[src/hdl/fchd_pkg.sv]
// Shared types and fixed constants for the foot contact hysteresis detector.
package fchd_pkg;

  // One sample word after the front has classified it
  typedef struct packed {
    logic        side;
    logic        foot;
    logic        close;
    logic [31:0] px;
    logic [31:0] py;
    logic [31:0] pz;
    logic [31:0] vx;
    logic [31:0] vy;
    logic [31:0] vz;
    logic [31:0] gnd;
    logic [15:0] dt;
  } fchd_item_t;

  // Back-end sequencer states
  typedef enum logic [3:0] {
    BK_IDLE,
    BK_SQ,
    BK_ROOT,
    BK_MEAN,
    BK_MEAN2,
    BK_VAR,
    BK_VAR2,
    BK_DEC,
    BK_DIV
  } fchd_bk_state_t;

  // How the weight of the result is formed
  typedef enum logic [1:0] {
    W_ZERO,
    W_ONE,
    W_RAMP
  } fchd_wmode_t;

  localparam logic [12:0] EMA_GAIN     = 13'd5243;
  localparam logic [12:0] RELEASE_TIME = 13'd6554;
  localparam logic [30:0] IK_DELAY     = 31'd3277;
  localparam logic [16:0] WEIGHT_ONE   = 17'd65536;
  localparam logic [30:0] PLANT_MAX    = 31'h7FFFFFFF;
  localparam logic [19:0] THR_RESET    = 20'd3277;
  localparam logic        REG_THRESHOLD = 1'b0;

endpackage

[src/hdl/fchd_queue.sv]
// Two-entry word queue between the front and back ends.
module fchd_queue (
  input  logic                 clk,
  input  logic                 rst_n,
  input  logic                 push,
  input  fchd_pkg::fchd_item_t push_item,
  output logic                 full,
  input  logic                 pop,
  output logic                 not_empty,
  output fchd_pkg::fchd_item_t pop_item
);
  import fchd_pkg::*;

  fchd_item_t  mem_r [2];
  logic        wptr_r, rptr_r;
  logic [1:0]  cnt_r;

  assign full      = cnt_r == 2'd2;
  assign not_empty = cnt_r != 2'd0;
  assign pop_item  = mem_r[rptr_r];

  // pointers and fill count
  always_ff @(posedge clk) begin
    if (!rst_n) begin
      wptr_r <= 1'b0;
      rptr_r <= 1'b0;
      cnt_r  <= 2'd0;
    end else begin
      if (push) wptr_r <= ~wptr_r;
      if (pop)  rptr_r <= ~rptr_r;
      case ({push, pop})
        2'b10:   cnt_r <= cnt_r + 2'd1;
        2'b01:   cnt_r <= cnt_r - 2'd1;
        default: cnt_r <= cnt_r;
      endcase
    end
  end

  // storage
  always_ff @(posedge clk) begin
    if (push) mem_r[wptr_r] <= push_item;
  end

endmodule

[config.mk]
export PLATFORM = sky130hd
export DESIGN_NAME = fchd_queue
export DESIGN_NICKNAME = d
export VERILOG_FILES = /design/src/hdl/fchd_pkg.sv /design/src/hdl/fchd_queue.sv
export SDC_FILE = /design/constraint.sdc
export NUM_CORES = 1
export LEC_CHECK = 0
export BUFFER_PORTS_ARGS = -buffer_cell sky130_fd_sc_hd__buf_2
export CORE_UTILIZATION = 52
export DETAILED_ROUTE_END_ITERATION = 8
export GPL_TIMING_DRIVEN = 0
export MAX_ROUTING_LAYER = met4
export PLACE_DENSITY = 0.79
export SLEW_MARGIN = 20
export SYNTH_ARGS = -nofsm -noshare
export SYNTH_HDL_FRONTEND = slang
export SYNTH_SLANG_ARGS = --single-unit
[constraint.sdc]
create_clock -name clk -period 15.4 [get_ports clk]
set_input_delay 0.77 -clock clk [delete_from_list [all_inputs] [get_ports clk]]
set_output_delay 0.77 -clock clk [all_outputs]
set_load 0.01 [all_outputs]
==> metrics, run 1 <==
Slew @ Worst Pin=0.488 ns; LEAKAGE=9.23 nW; Worst-Skew Late Latency=0.56 ns; Rel. slew slack=67.5%; DR pass1 iterations=4; first-pass GRT wire length=54000 µm; die area=0.0362 mm²; Worst-path clk slew=0.06 ns; Vias per Instance=5.07; CTS tree=built; Post-synth EDFFs=486; synth top area cells=edfxtp_1, mux2_4, mux2_2; most common cell in the synthesized netlist=edfxtp_1; CTS Buffer Depth=3; Synth area leader=edfxtp_1; fill count=2255; Die Y=190 µm; post-route ant nets=0; number of global-route vias before repair=9664; Worst Path Class, Setup=reg2out; number of setup buffers added after CTS=0; Residual DRC=0; status=finished, final reports clean; # hold bufs at CTS=0; pre-CTS WS=12.69 ns; Max VDD drop=0.106 mV; setup tns final=0 ns; Syn. warnings=0; WP data required=14.63 ns; CTS root buffer=clkbuf_16; synthesized area per cell=23.7 µm²; htree depth=2; # resized after CTS=0; Mapped Cells=778; via count=9326; initial antenna violation count=13; skew final=0.00930 ns; area grow syn2layout=27.1%; DP HPWL=27000 µm; Final Hold Violating Endpoints=0; commonest cells in the synthesized netlist=edfxtp_1, mux2_4, mux2_2; Mapped Nets=1026; fin. max-slew vios=0; register area share after synthesis=79.7%; DR WL/cell=20.6 µm; Fmax=367 MHz; CP Max Fanout=10; Synth Flop Type=edfxtp_1; fraction of registers with async set/reset=0%; share of cells above drive strength 1=62.0%; Yosys reg bits=491; synth unique cells=19; share of the synthesized area in the top cell type=79.1%; GRT Util Overall=20.7%; total gr overflow=0; Hold WC Path Type=in2reg; fin nets=1585; final worst slack=12.67 ns; crit path DAT=1.96 ns; DR iter-0 viols=434; IO Port Bufs=491; Ports=492; PwrDens=130 mW/mm²; Core Region=0.0347 mm²; maximum capacitance violations=0; unrepaired setup endpoints after global routing=false; cell area after synthesis=0.0184 mm²; Total Wirelength=38000 µm; Site Rows=68; GPL Wtd Cong=0.771; Die Span X=190 µm; largest net degree at the start of global routing=55; clock buffer count from CTS=49; crit path launch type=flip-flop; final core area utilization=67.5%; min Tclk post-route=2.73 ns; Starting Density=53.1%; Final Setup Violations=0; CTS Sinks=491; Worst Setup End Kind=output port; period utilization=17.7%
## cell usage in the layout (no fill, tap or decap), types with 2 or more instances in the layout
master and instances:
diode_2 13, buf_6 20, buf_12 7, mux2_4 170, edfxtp_1 486, dfxtp_1 5
buf_2 498, clkinv_2 12, clkbuf_16 51, and2_1 3, buf_16 9, inv_8 2
bufinv_16 3, clkinv_1 7, xnor2_1 2, mux2_2 73, clkbuf_1 9
## where the power goes
group | switching [W] | internal (W)
combinational | 0.000176 | 0.000185
sequential | 0.0000168 | 0.00155
clock | 0.000474 | 0.000655
## per-layer routing
metal  part of all wire, %  global-route usage (%)  routed length [µm]
met5                     0                       -                   0
met4                   2.7                    8.00                1010
met3                   8.2                    6.29                3100
met2                    53                    35.8               20100
met1                    36                    22.2               13700
## logic make-up (layout without fill, tap and decap cells)
family | Yosys count | after routing | share of synthesized area [%]
buffers and inverters | 28 | 622 | 1.43
AO/OA/AOI/OAI | 3 | 3 | 0.109
other | 0 | 13 | 0
AND/OR/NAND/NOR | 9 | 9 | 0.298
adder cells (fa/ha/maj) | 1 | 1 | 0.0678
flip-flops | 491 | 491 | 79.7
multiplexers | 243 | 243 | 18.3
XOR/XNOR | 3 | 3 | 0.142
## registers in the layout (all words and copies together), names as in the netlist, named ones only
register,count
mem_r,486
wptr_r,1
rptr_r,1
cnt_r,2
## worst max-delay path, cell delays in order, from the launching register on
cell     delay (ns)
dfxtp_1        0.32
buf_6          0.14
buf_6          0.20
buf_6          0.25
mux2_4         0.32
buf_2          0.15
## final timing paths
kind | from | to | slack (ns) | depth (start not counted)
setup / recovery | flip-flop | pop_item[134] | 12.67 | 5
hold / removal | push_item[34] | mem_r[0][34] | 0.40 | 1
setup reg to reg | wptr_r | mem_r[0][214] | 13.30 | 7
hold reg to reg | cnt_r[1] | cnt_r[1] | 0.52 | 2
## cell type report
type / count / area, µm² / area share [%]
buffer: 27 / 260 / 1.11
multi-input combinational: 259 / 3500 / 14.9
sequential: 491 / 14700 / 62.7
tap: 455 / 569 / 2.43
clock buffer: 60 / 1310 / 5.59
inverter: 1 / 3.75 / 0.0160
timing repair buffer: 508 / 2860 / 12.2
antenna: 13 / 32.5 / 0.139
clock inverter: 26 / 215 / 0.918
## metrics by stage
step	power, W	instance area, µm²	std cells	hold WS (ns)
after global routing	0.00315	23400	1840	0.363
final	0.00305	23400	1840	0.397
after floorplan	0.00181	18400	778	0.461
after global placement	0.00196	21500	1724	0.477
after detailed placement	0.00195	21900	1741	0.505
after CTS	0.00308	23400	1827	0.366
Note: power is estimated with default switching activity, not from simulation.
==> run 2, diff against run 1 <==
- clock period: 15.4 -> 2.6 ns (I/O delays scaled with it)
==> run 2 against run 1 <==
Compared with the run above:
- largest power group unchanged
- worst hold slack got worse by 0.11 ns
- cell area increased by 10%
- cell count increased by 13%
- die area unchanged
- sequential share of layout area decreased by 5.9 points
- routed wire length increased by 24%
- first-iteration DRC count increased by 40%
- critical path type is now reg2reg
- clock skew increased by 0.011 ns
- utilization increased by 7.0 points
- combinational power increased to 7.0 times the previous value
- sequential power increased to 5.9 times the previous value
- global-route usage increased by 5.6 points
==> metrics, run 2 (synthesis results as in run 1) <==
Final Hold Violating Endpoints=0; final instance area=0.0259 mm²; area grow syn2layout=40.2%; hold path startpoint=push_item[78]; Finished Layout Cells=2084; CTS Buffer Depth=3; skew final=0.0198 ns; number of setup buffers added after CTS=0; Starting Density=53.1%; # resized after CTS=0; Regs by FF count=mem_r (486), cnt_r (2); endpoint of the worst hold path=mem_r[0][78]; fin. max-slew vios=0; DR WL/cell=22.6 µm; Ports=492; total chip power=0.0186 W; DP HPWL=27800 µm; max reg flops=486; Core Region=0.0347 mm²; final core area utilization=74.5%; unrepaired setup endpoints after global routing=false; largest stage delay on the critical path=0.53 ns; CP Max Fanout=25; Max VDD drop=0.767 mV; Worst-Skew Late Latency=0.56 ns; reg2reg start=wptr_r; most frequent cells in the layout=buf_2, edfxtp_1, dlygate4sd3_1; htree depth=2; Die Y=190 µm; Largest Register=mem_r; fin nets=1830; WHS Path Cells=2; flop2flop setup slack=0.38 ns; worst-path cell chain=nor2_4 -> buf_16 -> buf_16 -> buf_16 -> buf_12 -> buf_12; cell mode on critical path=buf_16; Die Span X=190 µm; Worst path top cell family by delay=buffers and inverters; Fmax=451 MHz; die area=0.0362 mm²; post-place instance area=0.0219 mm²; Hold WC Path Type=in2reg; Critical path buffers and inverters=5; largest net degree at the start of global routing=55; min Tclk post-route=2.22 ns; GRT Util Overall=26.3%; clock buffer count from CTS=49; Critical-path top delay cell=nor2_4; R2R Path End=mem_r[0][171]; setup tns final=0 ns; worst r2r path cells=6; fill count=1900; Worst Path Class, Setup=reg2reg; crit path launch type=flip-flop; Total Wirelength=47200 µm; Final Setup Violations=0; commonest non-fill, non-tap cell in the layout=buf_2; period utilization=85.2%; initial antenna violation count=6; crit path DAT=2.48 ns; via count=10694; Residual DRC=0; GPL Wtd Cong=0.793; share of cells above drive strength 1=52.5%; Vias per Instance=5.13; post-route ant nets=0; WP data required=2.87 ns; number of global-route vias before repair=11835; Site Rows=68; # hold bufs at CTS=247; DR pass1 iterations=5; PwrDens=718 mW/mm²; Worst-path clk slew=0.06 ns; total gr overflow=0; first-pass GRT wire length=67900 µm; LEAKAGE=10.2 nW; Rel. slew slack=50.7%; Worst Setup End Kind=flip-flop; CTS root buffer=clkbuf_16; status=finished, final reports clean; DR iter-0 viols=609; dpl cells=1739; Slew @ Worst Pin=0.740 ns; maximum capacitance violations=0; CTS Sinks=491; IO Port Bufs=491; CTS tree=built
[run 2: worst max path at each step]
stage	start	end	slack, ns	cells past startpoint
after detailed placement	push	mem_r[0][168]	0.37	8
after global placement	wptr_r	mem_r[0][163]	-3.64	1
after CTS	wptr_r	mem_r[0][225]	0.37	6
after global routing	wptr_r	mem_r[0][225]	0.30	6
after floorplan	wptr_r	mem_r[0][0]	-1.72	1
final	wptr_r	mem_r[0][171]	0.38	6
[run 2: area by class of cell]
| type | count | area (µm²) | area share, % |
|---|---|---|---|
| diodes | 7 | 17.5 | 0.0677 |
| plain buffers | 27 | 260 | 1.01 |
| clock buffers | 61 | 1310 | 5.08 |
| clock inverters | 30 | 209 | 0.808 |
| inverters | 1 | 3.75 | 0.0145 |
| multi-input cells | 259 | 3500 | 13.5 |
| flip-flops and latches | 491 | 14700 | 56.8 |
| well taps | 455 | 569 | 2.20 |
| repair buffers | 753 | 5300 | 20.5 |
[run 2: where the power goes]
| group | switching [W] | leakage, nW | internal [W] |
|---|---|---|---|
| clock | 0.00297 | 0.741 | 0.00379 |
| combinational | 0.00119 | 4.89 | 0.00133 |
| sequential | 0.000120 | 4.60 | 0.00916 |
| total | 0.00429 | 10.2 | 0.0143 |
[run 2: per-stage QoR]
stage,setup slack [ns],hold WS (ns)
finish,0.384,0.289
global placement,-3.64,0.317
global route,0.298,0.267
detailed placement,0.371,0.321
CTS,0.371,0.259
floorplan,-1.72,0.229
[run 2: metal layers]
metal	global-route usage, %	wire length, µm	vias to the layer above
met5	-	0	-
met4	13.3	2270	0
met3	5.37	3390	133
met2	46.9	25400	539
met1	27.5	16100	5291
li1	-	-	4731
[run 2: worst reg2reg max path, delay by kind of cell (launching register included)]
| kind | cells | cell delay, ns |
|---|---|---|
| buffers and inverters | 5 | 1.04 |
| flip-flops | 1 | 0.34 |
| AND/OR/NAND/NOR | 1 | 0.54 |
==> run 3, diff against run 2 <==
- PLACE_DENSITY: 0.79 -> 0.8
==> run 3 against run 2 <==
Compared with the run above:
- critical path depth up 2
- via count down 0.43%
- routed wire length decreased by 2.9%
- setup slack better by 0.084 ns
- highest routed layer unchanged
==> metrics, run 3 (synthesis results as in run 1) <==
skew final=0.0127 ns; Die Span X=190 µm; status=finished, final reports clean; largest net degree at the start of global routing=55; unrepaired setup endpoints after global routing=false; R2R Path End=mem_r[0][201]; post-route ant nets=0; crit path DAT=2.39 ns; Total Wirelength=45800 µm; number of setup buffers added after CTS=0; min Tclk post-route=2.13 ns; Rel. slew slack=49.6%; Regs by FF count=mem_r (486), cnt_r (2); flop2flop setup slack=0.48 ns; hold path startpoint=push_item[1]; Die Y=190 µm; CTS Sinks=491; number of global-route vias before repair=11586; LEAKAGE=10.3 nW; WP data required=2.85 ns; DR WL/cell=22.0 µm; total chip power=0.0187 W; Fmax=469 MHz; most frequent cells in the layout=buf_2, edfxtp_1, dlygate4sd3_1; maximum capacitance violations=0; Slew @ Worst Pin=0.754 ns; Core Region=0.0347 mm²; period utilization=82.0%; Site Rows=68; clock buffer count from CTS=49; DP HPWL=27200 µm; htree depth=2; share of cells above drive strength 1=52.2%; reg2reg start=wptr_r; initial antenna violation count=6; Hold WC Path Type=in2reg; # hold bufs at CTS=247; CTS tree=built; total gr overflow=0; Hold WS=0.286 ns; CP Max Fanout=26; Worst Path Class, Setup=in2reg; fill count=1932; endpoint of the worst hold path=mem_r[1][1]; crit path launch type=input pin; CTS root buffer=clkbuf_16; via count=10648; CTS Buffer Depth=3; die area=0.0362 mm²; Residual DRC=0; Starting Density=53.1%; fin nets=1831; commonest non-fill, non-tap cell in the layout=buf_2; Vias per Instance=5.11; max reg flops=486; first-pass GRT wire length=65700 µm; dpl cells=1740; IO Port Bufs=491; # resized after CTS=0; Worst-path clk slew=0.06 ns; PwrDens=721 mW/mm²; Ports=492; area grow syn2layout=40.5%; DR pass1 iterations=6; GPL Wtd Cong=0.763; Worst-Skew Late Latency=0.57 ns; Final Setup Violations=0; Worst Setup End Kind=flip-flop; Final Hold Violating Endpoints=0; fin. max-slew vios=0; worst r2r path cells=5; Finished Layout Cells=2085; DR iter-0 viols=571; Max VDD drop=0.746 mV; WHS Path Cells=2; Largest Register=mem_r; GRT Util Overall=25.4%
-- run 3: layout make-up --
class / count / area [µm²] / share of cell area [%]
well taps: 455 / 569 / 2.20
clock buffers: 73 / 1390 / 5.36
repair buffers: 754 / 5320 / 20.5
multi-input cells: 259 / 3500 / 13.5
inverters: 1 / 3.75 / 0.0145
flip-flops and latches: 491 / 14700 / 56.7
clock inverters: 17 / 168 / 0.647
diodes: 8 / 20.0 / 0.0772
plain buffers: 27 / 260 / 1.00
-- run 3: report_power, final --
part	switching (W)	leakage, nW	total, W	internal (W)
Clock	0.00290	0.756	0.00690	0.00400
Sequential	0.000116	4.60	0.00927	0.00916
Combinational	0.00117	4.90	0.00251	0.00134
Total	0.00419	10.3	0.0187	0.0145
-- run 3: worst max-delay path: stages --
cell and delay [ns]:
dlygate4sd3_1 0.54, buf_2 0.13, inv_1 0.07, nor2_4 0.60, buf_12 0.29, buf_16 0.19
buf_16 0.19, buf_12 0.21
-- run 3: through the flow --
step	util, %	setup WS, ns	TNS [ns]	instance area [µm²]
3_5_place_dp	63.0	0.438	0	21900
5_1_grt	74.7	0.356	0	25900
3_3_place_gp	61.9	-3.64	-1549.47	21500
6_report	74.7	0.468	0	25900
2_1_floorplan	-	-1.72	-705.84	18500
4_1_cts	74.6	0.399	0	25900
-- run 3: worst max-delay path by stage --
stage                   start            end  slack, ns
floorplan              wptr_r    mem_r[0][0]      -1.72
global placement         push  mem_r[0][152]      -3.64
detailed placement       push  mem_r[0][152]       0.44
CTS                 flip-flop  pop_item[105]       0.40
global route           wptr_r  mem_r[0][201]       0.36
finish                   push  mem_r[0][201]       0.47
-- run 3: metal layers --
| layer | up-vias | share of wire, % | global-route usage [%] |
|---|---|---|---|
| met3 | 112 | 6.8 | 5.30 |
| met4 | 0 | 3.8 | 11.0 |
| met5 | - | 0 | - |
| met1 | 5317 | 35 | 26.6 |
| li1 | 4739 | - | - |
| met2 | 480 | 55 | 46.1 |
