File: src/hdl/fchd_pkg.sv
// Shared types and fixed constants for the foot contact hysteresis detector.
package fchd_pkg;

  // One sample word after the front has classified it
  typedef struct packed {
    logic        side;
    logic        foot;
    logic        close;
    logic [31:0] px;
    logic [31:0] py;
    logic [31:0] pz;
    logic [31:0] vx;
    logic [31:0] vy;
    logic [31:0] vz;
    logic [31:0] gnd;
    logic [15:0] dt;
  } fchd_item_t;

  // Back-end sequencer states
  typedef enum logic [3:0] {
    BK_IDLE,
    BK_SQ,
    BK_ROOT,
    BK_MEAN,
    BK_MEAN2,
    BK_VAR,
    BK_VAR2,
    BK_DEC,
    BK_DIV
  } fchd_bk_state_t;

  // How the weight of the result is formed
  typedef enum logic [1:0] {
    W_ZERO,
    W_ONE,
    W_RAMP
  } fchd_wmode_t;

  localparam logic [12:0] EMA_GAIN     = 13'd5243;
  localparam logic [12:0] RELEASE_TIME = 13'd6554;
  localparam logic [30:0] IK_DELAY     = 31'd3277;
  localparam logic [16:0] WEIGHT_ONE   = 17'd65536;
  localparam logic [30:0] PLANT_MAX    = 31'h7FFFFFFF;
  localparam logic [19:0] THR_RESET    = 20'd3277;
  localparam logic        REG_THRESHOLD = 1'b0;

endpackage

File: src/hdl/fchd_front.sv
// Front end: takes input words, picks the foot and flags ground proximity.
module fchd_front #(
  parameter int NUM_FEET = 2
) (
  input  logic               in_valid,
  output logic               in_ready,
  input  logic               in_side,
  input  logic [31:0]        in_foot_x,
  input  logic [31:0]        in_foot_y,
  input  logic [31:0]        in_foot_z,
  input  logic [31:0]        in_vel_x,
  input  logic [31:0]        in_vel_y,
  input  logic [31:0]        in_vel_z,
  input  logic [31:0]        in_ground_level,
  input  logic [15:0]        in_frame_time,
  input  logic [19:0]        threshold,
  input  logic               q_full,
  output logic               q_push,
  output fchd_pkg::fchd_item_t q_item
);
  import fchd_pkg::*;

  logic [32:0] height_diff;

  assign in_ready = !q_full;
  assign q_push   = in_valid && !q_full;

  // height above ground, one bit wider so it cannot wrap
  assign height_diff = {in_foot_y[31], in_foot_y} - {in_ground_level[31], in_ground_level};

  always_comb begin
    q_item.side  = in_side;
    q_item.foot  = (NUM_FEET > 1) ? in_side : 1'b0;
    q_item.close = $signed(height_diff) <= $signed({13'd0, threshold});
    q_item.px    = in_foot_x;
    q_item.py    = in_foot_y;
    q_item.pz    = in_foot_z;
    q_item.vx    = in_vel_x;
    q_item.vy    = in_vel_y;
    q_item.vz    = in_vel_z;
    q_item.gnd   = in_ground_level;
    q_item.dt    = in_frame_time;
  end

endmodule

File: config.mk
export PLATFORM = sky130hd
export DESIGN_NAME = fchd_front
export DESIGN_NICKNAME = d
export VERILOG_FILES = /design/src/hdl/fchd_pkg.sv /design/src/hdl/fchd_front.sv
export SDC_FILE = /design/constraint.sdc
export NUM_CORES = 1
export LEC_CHECK = 0
export ABC_CLOCK_PERIOD_IN_PS = 10200
export BUFFER_PORTS_ARGS = -buffer_cell sky130_fd_sc_hd__buf_4
export CORE_AREA = 2 2 197 199
export DETAILED_ROUTE_END_ITERATION = 8
export DIE_AREA = 0 0 199 201
export GPL_TIMING_DRIVEN = 0
export SLEW_MARGIN = 30
export SYNTH_ARGS = -nofsm -noshare
export SYNTH_HDL_FRONTEND = slang
export SYNTH_SLANG_ARGS = --single-unit
File: constraint.sdc
create_clock -name vclk -period 10.2
set_input_delay 0.51 -clock vclk [all_inputs]
set_output_delay 0.51 -clock vclk [all_outputs]
set_load 0.05 [all_outputs]
==> metrics.txt, run 1 <==
status complete, no violations; pre-CTS setup slack 4.29 ns; CP Launch Type input pin; DR vias 4957; initial core utilization 11.4%; Pre-antenna DRT Iters 4; footprint of the multi-input gates 0.00224 mm2; final period utilization 57.3%; ANT nets after route 0; Syn Inst Count 625; most frequent CP cell o21ai_0; die footprint 0.0400 mm2; Slew Viols, Final 0; DIE WIDTH 199 um; WL met2 10400 um; Crit Path Max Fanout 4; wire length on met3 1250 um; Final HPWL DP 18500 um; worst endpoint required time 9.69 ns; largest cells by area after synthesis buf_4, ha_1, inv_1; min Tclk post-route 5.84 ns; Syn Nets 941; Core Region 0.0381 mm2; CP max-delay cell o21ai_0; Worst slew margin 59.2%; min-delay worst type input pin to output port; post-CTS setup buffers 0; DR vias/cell 3.36; IO Count 508; Std-Cell Rows 72; Net count, final 1274; synth unique cells 56; Post-Synthesis Cell Area 0.00435 mm2; routed wire length 19700 um; filler cell count 4287; final instance area 0.00748 mm2; DRC violations left 0; Leak 4.15 nW; FF/Latch Area 0 um2; most frequent cells after synthesis buf_4, inv_1, ha_1; Crit path max-delay family compound AO/OA/AOI/OAI gates; final hold vios 0; share of the synthesized area in the top cell type 41.8%; RSZ-0062 raised after global routing false; Routed met1 length 7790 um; largest area contributor in the netlist buf_4; dpl cell area 0.00748 mm2; Seq Cell Count 0; Crit path arrival time 5.33 ns; yosys warns 0; crit-path cells buf_4 -> inv_1 -> ha_1 -> fa_1 -> nand2b_1 -> a21oi_1 -> o21ai_0 -> o21bai_1 -> nand3_1 -> nand2_1 -> xor2_1 -> ha_1 -> a21oi_1 -> nor2b_1 -> o21ai_0 -> o211ai_1 -> o21ai_0 -> nand4_1 -> nor4_2 -> nand4_1 -> o31ai_2 -> buf_4; GR Overflow Total 0; Final Setup Violations 0; cell with the most instances after synthesis buf_4; gr usage total 8.80%; GP Congestion 0.898; vias in the first global route 4806; CP bufs+invs 3; worst-margin pin slew 0.606 ns; Fmax achieved 171 MHz; WL/cell 13.3 um; Synth Area per Inst 6.95 um2; top routing layer used met4; delay of the slowest critical-path stage 0.52 ns; Post-CTS Resized 0; clock buffer count 0; setup TNS 0 ns; Setup crit end kind output port; PortBufs 331; critical path class input pin to output port; Syn-to-layout area delta 72.1%; antenna violations before repair 1; layout cells sized above 1 61.8%; Hold Buf Count CTS 0; global-route wire length before repair 27200 um; sequential area share after synthesis 0%; number of max-cap violations 0; worst vdd ir 26.9 uV; Setup WS post-layout 4.36 ns; largest net degree at the start of global routing 11; Pwr per Cell Area 74.3 mW/mm2; die height 201 um; Starting DRT DRC Count 115
==> routing by layer <==
metal	up-vias	track usage [%]
met4	0	1.07
met5	-	0
met3	10	0.806
met1	2199	10.5
li1	2508	-
met2	240	17.1
==> path summary, 6_finish.rpt <==
| path | to | start | cells past startpoint |
|---|---|---|---|
| hold / removal | q_item[235] | in_foot_x[27] | 2 |
| setup / recovery | q_item[240] | in_foot_y[0] | 22 |
==> where the power goes <==
group,internal (mW),switching [mW]
Combinational,0.215,0.341
Sequential,0,0
Clock,0.0000000131,0
Total,0.215,0.341
==> logic make-up after synthesis <==
| kind of cell | count (synthesis) | share of synthesized area [%] |
|---|---|---|
| buffers and inverters | 317 | 48.5 |
| AOI/OAI and AO/OA | 125 | 18.9 |
| and+or+nand+nor | 106 | 12.2 |
| adders and majority gates | 53 | 15.4 |
| xor gates and xnor gates | 22 | 4.43 |
| muxes | 2 | 0.576 |
==> layout make-up <==
type	count	share of cell area, %
Inverter	67	3.36
Buffer	250	24.8
Timing Repair Buffer	331	33.2
Tap cell	518	8.66
Antenna cell	1	0.0334
Multi-Input combinational cell	308	29.9
==> metrics by stage <==
step	hold WS [ns]	util [%]	instances	total power, mW
floorplan	1.19	-	625	0.397
global placement	1.27	19.6	1474	0.561
detailed placement	1.27	19.6	1474	0.562
CTS	1.27	19.6	1474	0.564
global route	1.28	19.6	1475	0.596
finish	1.27	19.6	1475	0.556
==> layout by cell type, fill, tap and decap left out, drive strengths merged, types with 3 or more instances in the layout <==
master and instances:
buf 575, inv 67, ha 52, a21oi 45
nand2 29, nor2 28, o21ai 21, a21o 17
nand4 12, xnor2 12, xor2 10, nor3 7
o21a 7, nand2b 6, a31oi 6, clkbuf 6
nand3 5, nor4 5, o21bai 4, a211oi 4
nor2b 3, o211ai 3, and3 3
Note: power is estimated with default switching activity, not from simulation.
==> inputs of run 2 (changes only) <==
Settings changed: ABC_AREA from default to 1, ABC_CLOCK_PERIOD_IN_PS 10200 to 5340.
Clock period 10.2 ns to 5.34 ns, I/O delays scaled along.
==> run 2 against run 1 <==
  * Sequential share of layout area unchanged
  * Cell count up 17%
  * Via count increased by 17%
  * Count of clock-buffer cells in the layout stayed put
  * Wire length rose by 8.1%
  * Combinational power increased by 98%
  * Synthesized area is 14% higher
  * Final area increased by 8.0%
  * Synthesized cell count increased by 40%
  * Hold slack lost 0.49 ns
==> metrics.txt, run 2 <==
WL/cell 12.3 um (was 13.3 um); setup TNS 0 ns (unchanged); worst vdd ir 61.8 uV (was 26.9 uV); Net count, final 1527 (was 1274); Seq Cell Count 0 (unchanged); CP Launch Type input pin (unchanged); min-delay worst type input pin to output port (unchanged); die height 201 um (unchanged); vias in the first global route 5638 (was 4806); synth unique cells 26 (was 56); die footprint 0.0400 mm2 (unchanged); Hold Buf Count CTS 0 (unchanged); critical path class input pin to output port (unchanged); Core Region 0.0381 mm2 (unchanged); antenna violations before repair 2 (was 1); area share of xor/xnor cells in the synthesized design 3.37% (was 4.43%); FF/Latch Area 0 um2 (unchanged); GP Congestion 0.893 (was 0.898); CP max-delay cell fa_1 (was o21ai_0); Final HPWL DP 20300 um (was 18500 um); clock buffer count 0 (unchanged); CP bufs+invs 4 (was 3); Fmax achieved 258 MHz; Crit Path Max Fanout 4 (unchanged); clock network power share 0% (about the same); Comb pwr share 100.0% (about the same); worst-margin pin slew 0.371 ns (was 0.606 ns); largest cells by area after synthesis buf_4, nand2_1, ha_1 (was buf_4, ha_1, inv_1); Synth Area in Simple Gates 29.0% (was 12.2%); combinational family with the most area after synthesis buffers and inverters (unchanged); Synth Area per Inst 5.63 um2 (was 6.95 um2); sequential fraction of design power 0% (about the same); Starting DRT DRC Count 145 (was 115); Pre-antenna DRT Iters 4 (unchanged); global-route wire length before repair 30300 um (was 27200 um); largest net degree at the start of global routing 7 (was 11); Slew Viols, Final 0 (unchanged); Setup crit end kind output port (unchanged); largest area contributor in the netlist buf_4 (unchanged); final hold vios 0 (unchanged); RSZ-0062 raised after global routing false (unchanged); cell with the most instances after synthesis nand2_1 (was buf_4); yosys warns 0 (unchanged); Net Sw Power 0.689 mW (was 0.341 mW); share of the synthesized area in the top cell type 36.8% (was 41.8%); Post-Synth Adder-Cell Area 13.6% (was 15.4%); mux cell area share after synthesis 0% (was 0.576%); Syn Inst Count 878 (was 625); Pwr per Cell Area 136 mW/mm2 (was 74.3 mW/mm2); initial core utilization 13.0% (was 11.4%); Syn Nets 1194 (was 941); Syn-to-layout area delta 63.5% (was 72.1%); Post-CTS Resized 0 (unchanged); sequential area share after synthesis 0% (unchanged); Setup WS post-layout 1.47 ns (was 4.36 ns); DR vias/cell 3.34 (was 3.36); Pint 0.410 mW (was 0.215 mW); most frequent cells after synthesis nand2_1, buf_4, inv_1 (was buf_4, inv_1, ha_1); GR Overflow Total 0 (unchanged); Std-Cell Rows 72 (unchanged); pre-CTS setup slack 1.40 ns (was 4.29 ns); crit-path cells buf_4 -> inv_1 -> ha_1 -> fa_1 -> inv_1 -> nand4_1 -> nand2_1 -> nand2_1 -> nand2_1 -> nand3_1 -> nand2_1 -> xor2_1 -> ha_1 -> nand2_1 -> nor2_1 -> nand2_1 -> nor2_1 -> nand3_1 -> nand2_1 -> nand4_1 -> nor2_1 -> nand3_1 -> nand2_1 -> buf_4 (was buf_4 -> inv_1 -> ha_1 -> fa_1 -> nand2b_1 -> a21oi_1 -> o21ai_0 -> o21bai_1 -> nand3_1 -> nand2_1 -> xor2_1 -> ha_1 -> a21oi_1 -> nor2b_1 -> o21ai_0 -> o211ai_1 -> o21ai_0 -> nand4_1 -> nor4_2 -> nand4_1 -> o31ai_2 -> buf_4); number of max-cap violations 0 (unchanged); switching share of power 62.7% (was 61.3%); most frequent CP cell nand2_1 (was o21ai_0); DR vias 5781 (was 4957); IO Count 508 (unchanged); Crit path arrival time 3.61 ns (was 5.33 ns); min Tclk post-route 3.87 ns; Final Setup Violations 0 (unchanged); worst endpoint required time 5.07 ns (was 9.69 ns); DIE WIDTH 199 um (unchanged); most frequent cells in the layout buf_4, nand2_1, inv_1, nor2_1, ha_1 (was buf_4, inv_1, ha_1, a21oi_1, nand2_1); gr usage total 9.72% (was 8.80%); layout cells sized above 1 48.4% (was 61.8%); status complete, no violations (unchanged); Leak 4.98 nW (was 4.15 nW); Worst slew margin 75.1% (was 59.2%); Crit path max-delay family simple AND/OR/NAND/NOR gates (was compound AO/OA/AOI/OAI gates); commonest non-fill, non-tap cell in the layout buf_4 (unchanged); PortBufs 331 (unchanged); post-CTS setup buffers 0 (unchanged); ANT nets after route 0 (unchanged); final period utilization 72.5%; delay of the slowest critical-path stage 0.44 ns (was 0.52 ns); routed wire length 21300 um (was 19700 um); DRC violations left 0 (unchanged); compound-gate portion of the synthesized area 4.10% (was 18.9%); Post-Synthesis Cell Area 0.00494 mm2 (was 0.00435 mm2)
[run 2: cell count changes in the layout (fill, tap and decap cells not counted), sizes merged, moves of 6 or more]
cell and change:
clkbuf -6, nand3 +24, nand2b -6, nand2 +221, inv +106, o21a -6, a21o -16, o21ai -16
nor2 +31, a21oi -21, xnor2 -8
[run 2: kinds of logic after synthesis]
family / Yosys count
buffers and inverters: 415
and+or+nand+nor: 354
adders and majority gates: 53
AOI/OAI and AO/OA: 37
xor gates and xnor gates: 19
[run 2: metrics by stage]
stage	area, um2	cells	utilization (%)	hold slack [ns]	power (mW)
finish	8080	1729	21.2	0.788	1.10
global route	8080	1729	21.2	0.790	1.19
CTS	8070	1727	21.2	0.788	1.12
detailed placement	8070	1727	21.2	0.789	1.11
global placement	8070	1727	21.2	0.788	1.11
floorplan	4940	878	-	0.701	0.788
[run 2: area by class of cell]
| cell class | count | area, um2 |
|---|---|---|
| fill | 4346 | 30000 |
| timing repair buffer | 331 | 2480 |
| multi-input combinational | 463 | 2470 |
| buffer | 242 | 1820 |
| inverter | 173 | 649 |
| tap | 518 | 648 |
| antenna | 2 | 5.00 |
[run 2: routing by layer]
metal	wire [um]	vias up	track usage, %
met4	325	0	1.44
met1	8820	2467	11.8
met5	0	-	0
met2	11000	259	18.8
met3	1170	14	0.554
li1	-	3041	-
[run 2: final timing paths]
kind / start / end / slack, ns / depth (start not counted)
setup / recovery: in_foot_y[0] / q_item[240] / 1.47 / 24
hold / removal: in_vel_x[12] / q_item[124] / 0.79 / 2
[run 2: power by group through the flow]
stage / logic, mW / registers [mW] / clock network (mW)
final: 1.10 / 0 / 0.0000000502
after global routing: 1.19 / 0 / 0.0000000501
after CTS: 1.12 / 0 / 0
after detailed placement: 1.11 / 0 / 0
after global placement: 1.11 / 0 / 0
after floorplan: 0.788 / 0 / 0
==> inputs of run 3 (changes only) <==
Settings changed: ABC_CLOCK_PERIOD_IN_PS 5340 to 3400.
Clock period 5.34 ns to 3.4 ns, I/O delays scaled along.
==> run 3 against run 2 <==
  * Cell count up 0.40%
  * Sequential cell count did not move
  * Largest cell class unchanged
  * Via count increased by 1.2%
  * Largest power group unchanged
  * Critical path type unchanged
  * Global-route usage barely moved
==> metrics.txt, run 3 (synthesis results as in run 2) <==
status complete, no violations (unchanged); Crit Path Max Fanout 4 (unchanged); Setup WS post-layout 0.157 ns (was 1.47 ns); WL met2 11200 um (was 11000 um); Std-Cell Rows 72 (unchanged); WL/cell 12.4 um (was 12.3 um); worst vdd ir 97.0 uV (was 61.8 uV); FF/Latch Area 0 um2 (unchanged); total power 1.82 mW (was 1.10 mW); commonest non-fill, non-tap cell in the layout buf_4 (unchanged); wire length on met3 1110 um (was 1170 um); most frequent CP cell nand2_2 (was nand2_1); Pre-antenna DRT Iters 4 (unchanged); CP bufs+invs 3 (was 4); DR vias 5850 (was 5781); IO Count 508 (unchanged); Slew Viols, Final 0 (unchanged); gr usage total 9.76% (was 9.72%); top routing layer used met4 (unchanged); dpl cells 1727 (unchanged); min-delay worst type input pin to output port (unchanged); Core Region 0.0381 mm2 (unchanged); post-route insts no fill 1736 (was 1729); GR Overflow Total 0 (unchanged); ANT nets after route 0 (unchanged); DIE WIDTH 199 um (unchanged); most frequent cells in the layout buf_4, nand2_1, inv_1, nor2_1, ha_1 (unchanged); GP Congestion 0.893 (unchanged); global-route wire length before repair 30400 um (was 30300 um); delay of the slowest critical-path stage 0.37 ns (was 0.44 ns); largest net degree at the start of global routing 7 (unchanged); Pwr per Cell Area 216 mW/mm2 (was 136 mW/mm2); die height 201 um (unchanged); initial core utilization 13.0% (unchanged); worst endpoint required time 3.23 ns (was 5.07 ns); final period utilization 95.4%; critical path class input pin to output port (unchanged); vias in the first global route 5696 (was 5638); routed wire length 21600 um (was 21300 um); Final Setup Violations 0 (unchanged); worst-margin pin slew 0.388 ns (was 0.371 ns); Hold Buf Count CTS 0 (unchanged); pre-CTS setup slack -0.349 ns (was 1.40 ns); DR vias/cell 3.37 (was 3.34); Seq Cell Count 0 (unchanged); clock buffer count 0 (unchanged); Final HPWL DP 20300 um (unchanged); Net count, final 1534 (was 1527); final hold vios 0 (unchanged); CP Launch Type input pin (unchanged); Crit path arrival time 3.07 ns (was 3.61 ns); crit-path cells buf_4 -> ha_4 -> fa_2 -> inv_2 -> nand4_1 -> nand2_2 -> nand2_2 -> nand2_4 -> nand3_2 -> nand2_2 -> xor2_1 -> ha_1 -> nand2_2 -> nor2_4 -> nand2_2 -> nor2_4 -> a21oi_1 -> nand2_1 -> nand2_2 -> nand4_1 -> nor2_1 -> nand3_1 -> nand2_1 -> buf_6 (was buf_4 -> inv_1 -> ha_1 -> fa_1 -> inv_1 -> nand4_1 -> nand2_1 -> nand2_1 -> nand2_1 -> nand3_1 -> nand2_1 -> xor2_1 -> ha_1 -> nand2_1 -> nor2_1 -> nand2_1 -> nor2_1 -> nand3_1 -> nand2_1 -> nand4_1 -> nor2_1 -> nand3_1 -> nand2_1 -> buf_4); die footprint 0.0400 mm2 (unchanged); number of max-cap violations 0 (unchanged); Starting DRT DRC Count 136 (was 145); Syn-to-layout area delta 70.0% (was 63.5%); Setup crit end kind output port (unchanged); Worst slew margin 73.9% (was 75.1%); Leak 5.03 nW (was 4.98 nW); PortBufs 331 (unchanged); antenna violations before repair 2 (unchanged); min Tclk post-route 3.24 ns; Fmax achieved 308 MHz; layout cells sized above 1 52.7% (was 48.4%); DRC violations left 0 (unchanged); CP max-delay cell fa_2 (was fa_1); Crit path max-delay family simple AND/OR/NAND/NOR gates (unchanged); Routed met1 length 8930 um (was 8820 um)
run 3: stage by stage:
stage	hold slack [ns]	TNS [ns]	util (%)	area (um2)
2_1_floorplan	0.507	0	-	4940
3_3_place_gp	0.594	-0.323	21.2	8070
3_5_place_dp	0.595	-0.349	21.2	8070
4_1_cts	0.594	0	21.4	8170
5_1_grt	0.596	-0.0144	22.0	8400
6_report	0.594	0	22.0	8400
run 3: area by class of cell:
type / instances / area [um2]
fillers: 4318 / 29700
multi-input cells: 463 / 2740
repair buffers: 338 / 2540
plain buffers: 242 / 1820
inverters: 173 / 649
well taps: 518 / 648
diodes: 2 / 5.00
run 3: worst paths after layout:
check	from	slack, ns	endpoint	cells after the start
min	in_vel_x[12]	0.59	q_item[124]	2
max	in_ground_level[0]	0.16	q_item[240]	24
run 3: layer usage:
| metal | GRT usage, % | up-vias |
|---|---|---|
| met5 | 0 | - |
| met4 | 1.60 | 0 |
| met3 | 0.554 | 16 |
| met2 | 18.9 | 259 |
| met1 | 11.8 | 2525 |
| li1 | - | 3050 |
run 3: where the power goes:
group / switching (mW) / internal, mW
Combinational: 1.13 / 0.690
Clock: 0 / 0.0000000787
Sequential: 0 / 0
run 3: timing repair:
item                       4_1_cts  5_1_grt
setup buffers                    6        1
setup endpoints to repair        1        1
pin swaps                       10       19
gates resized for setup         17       50
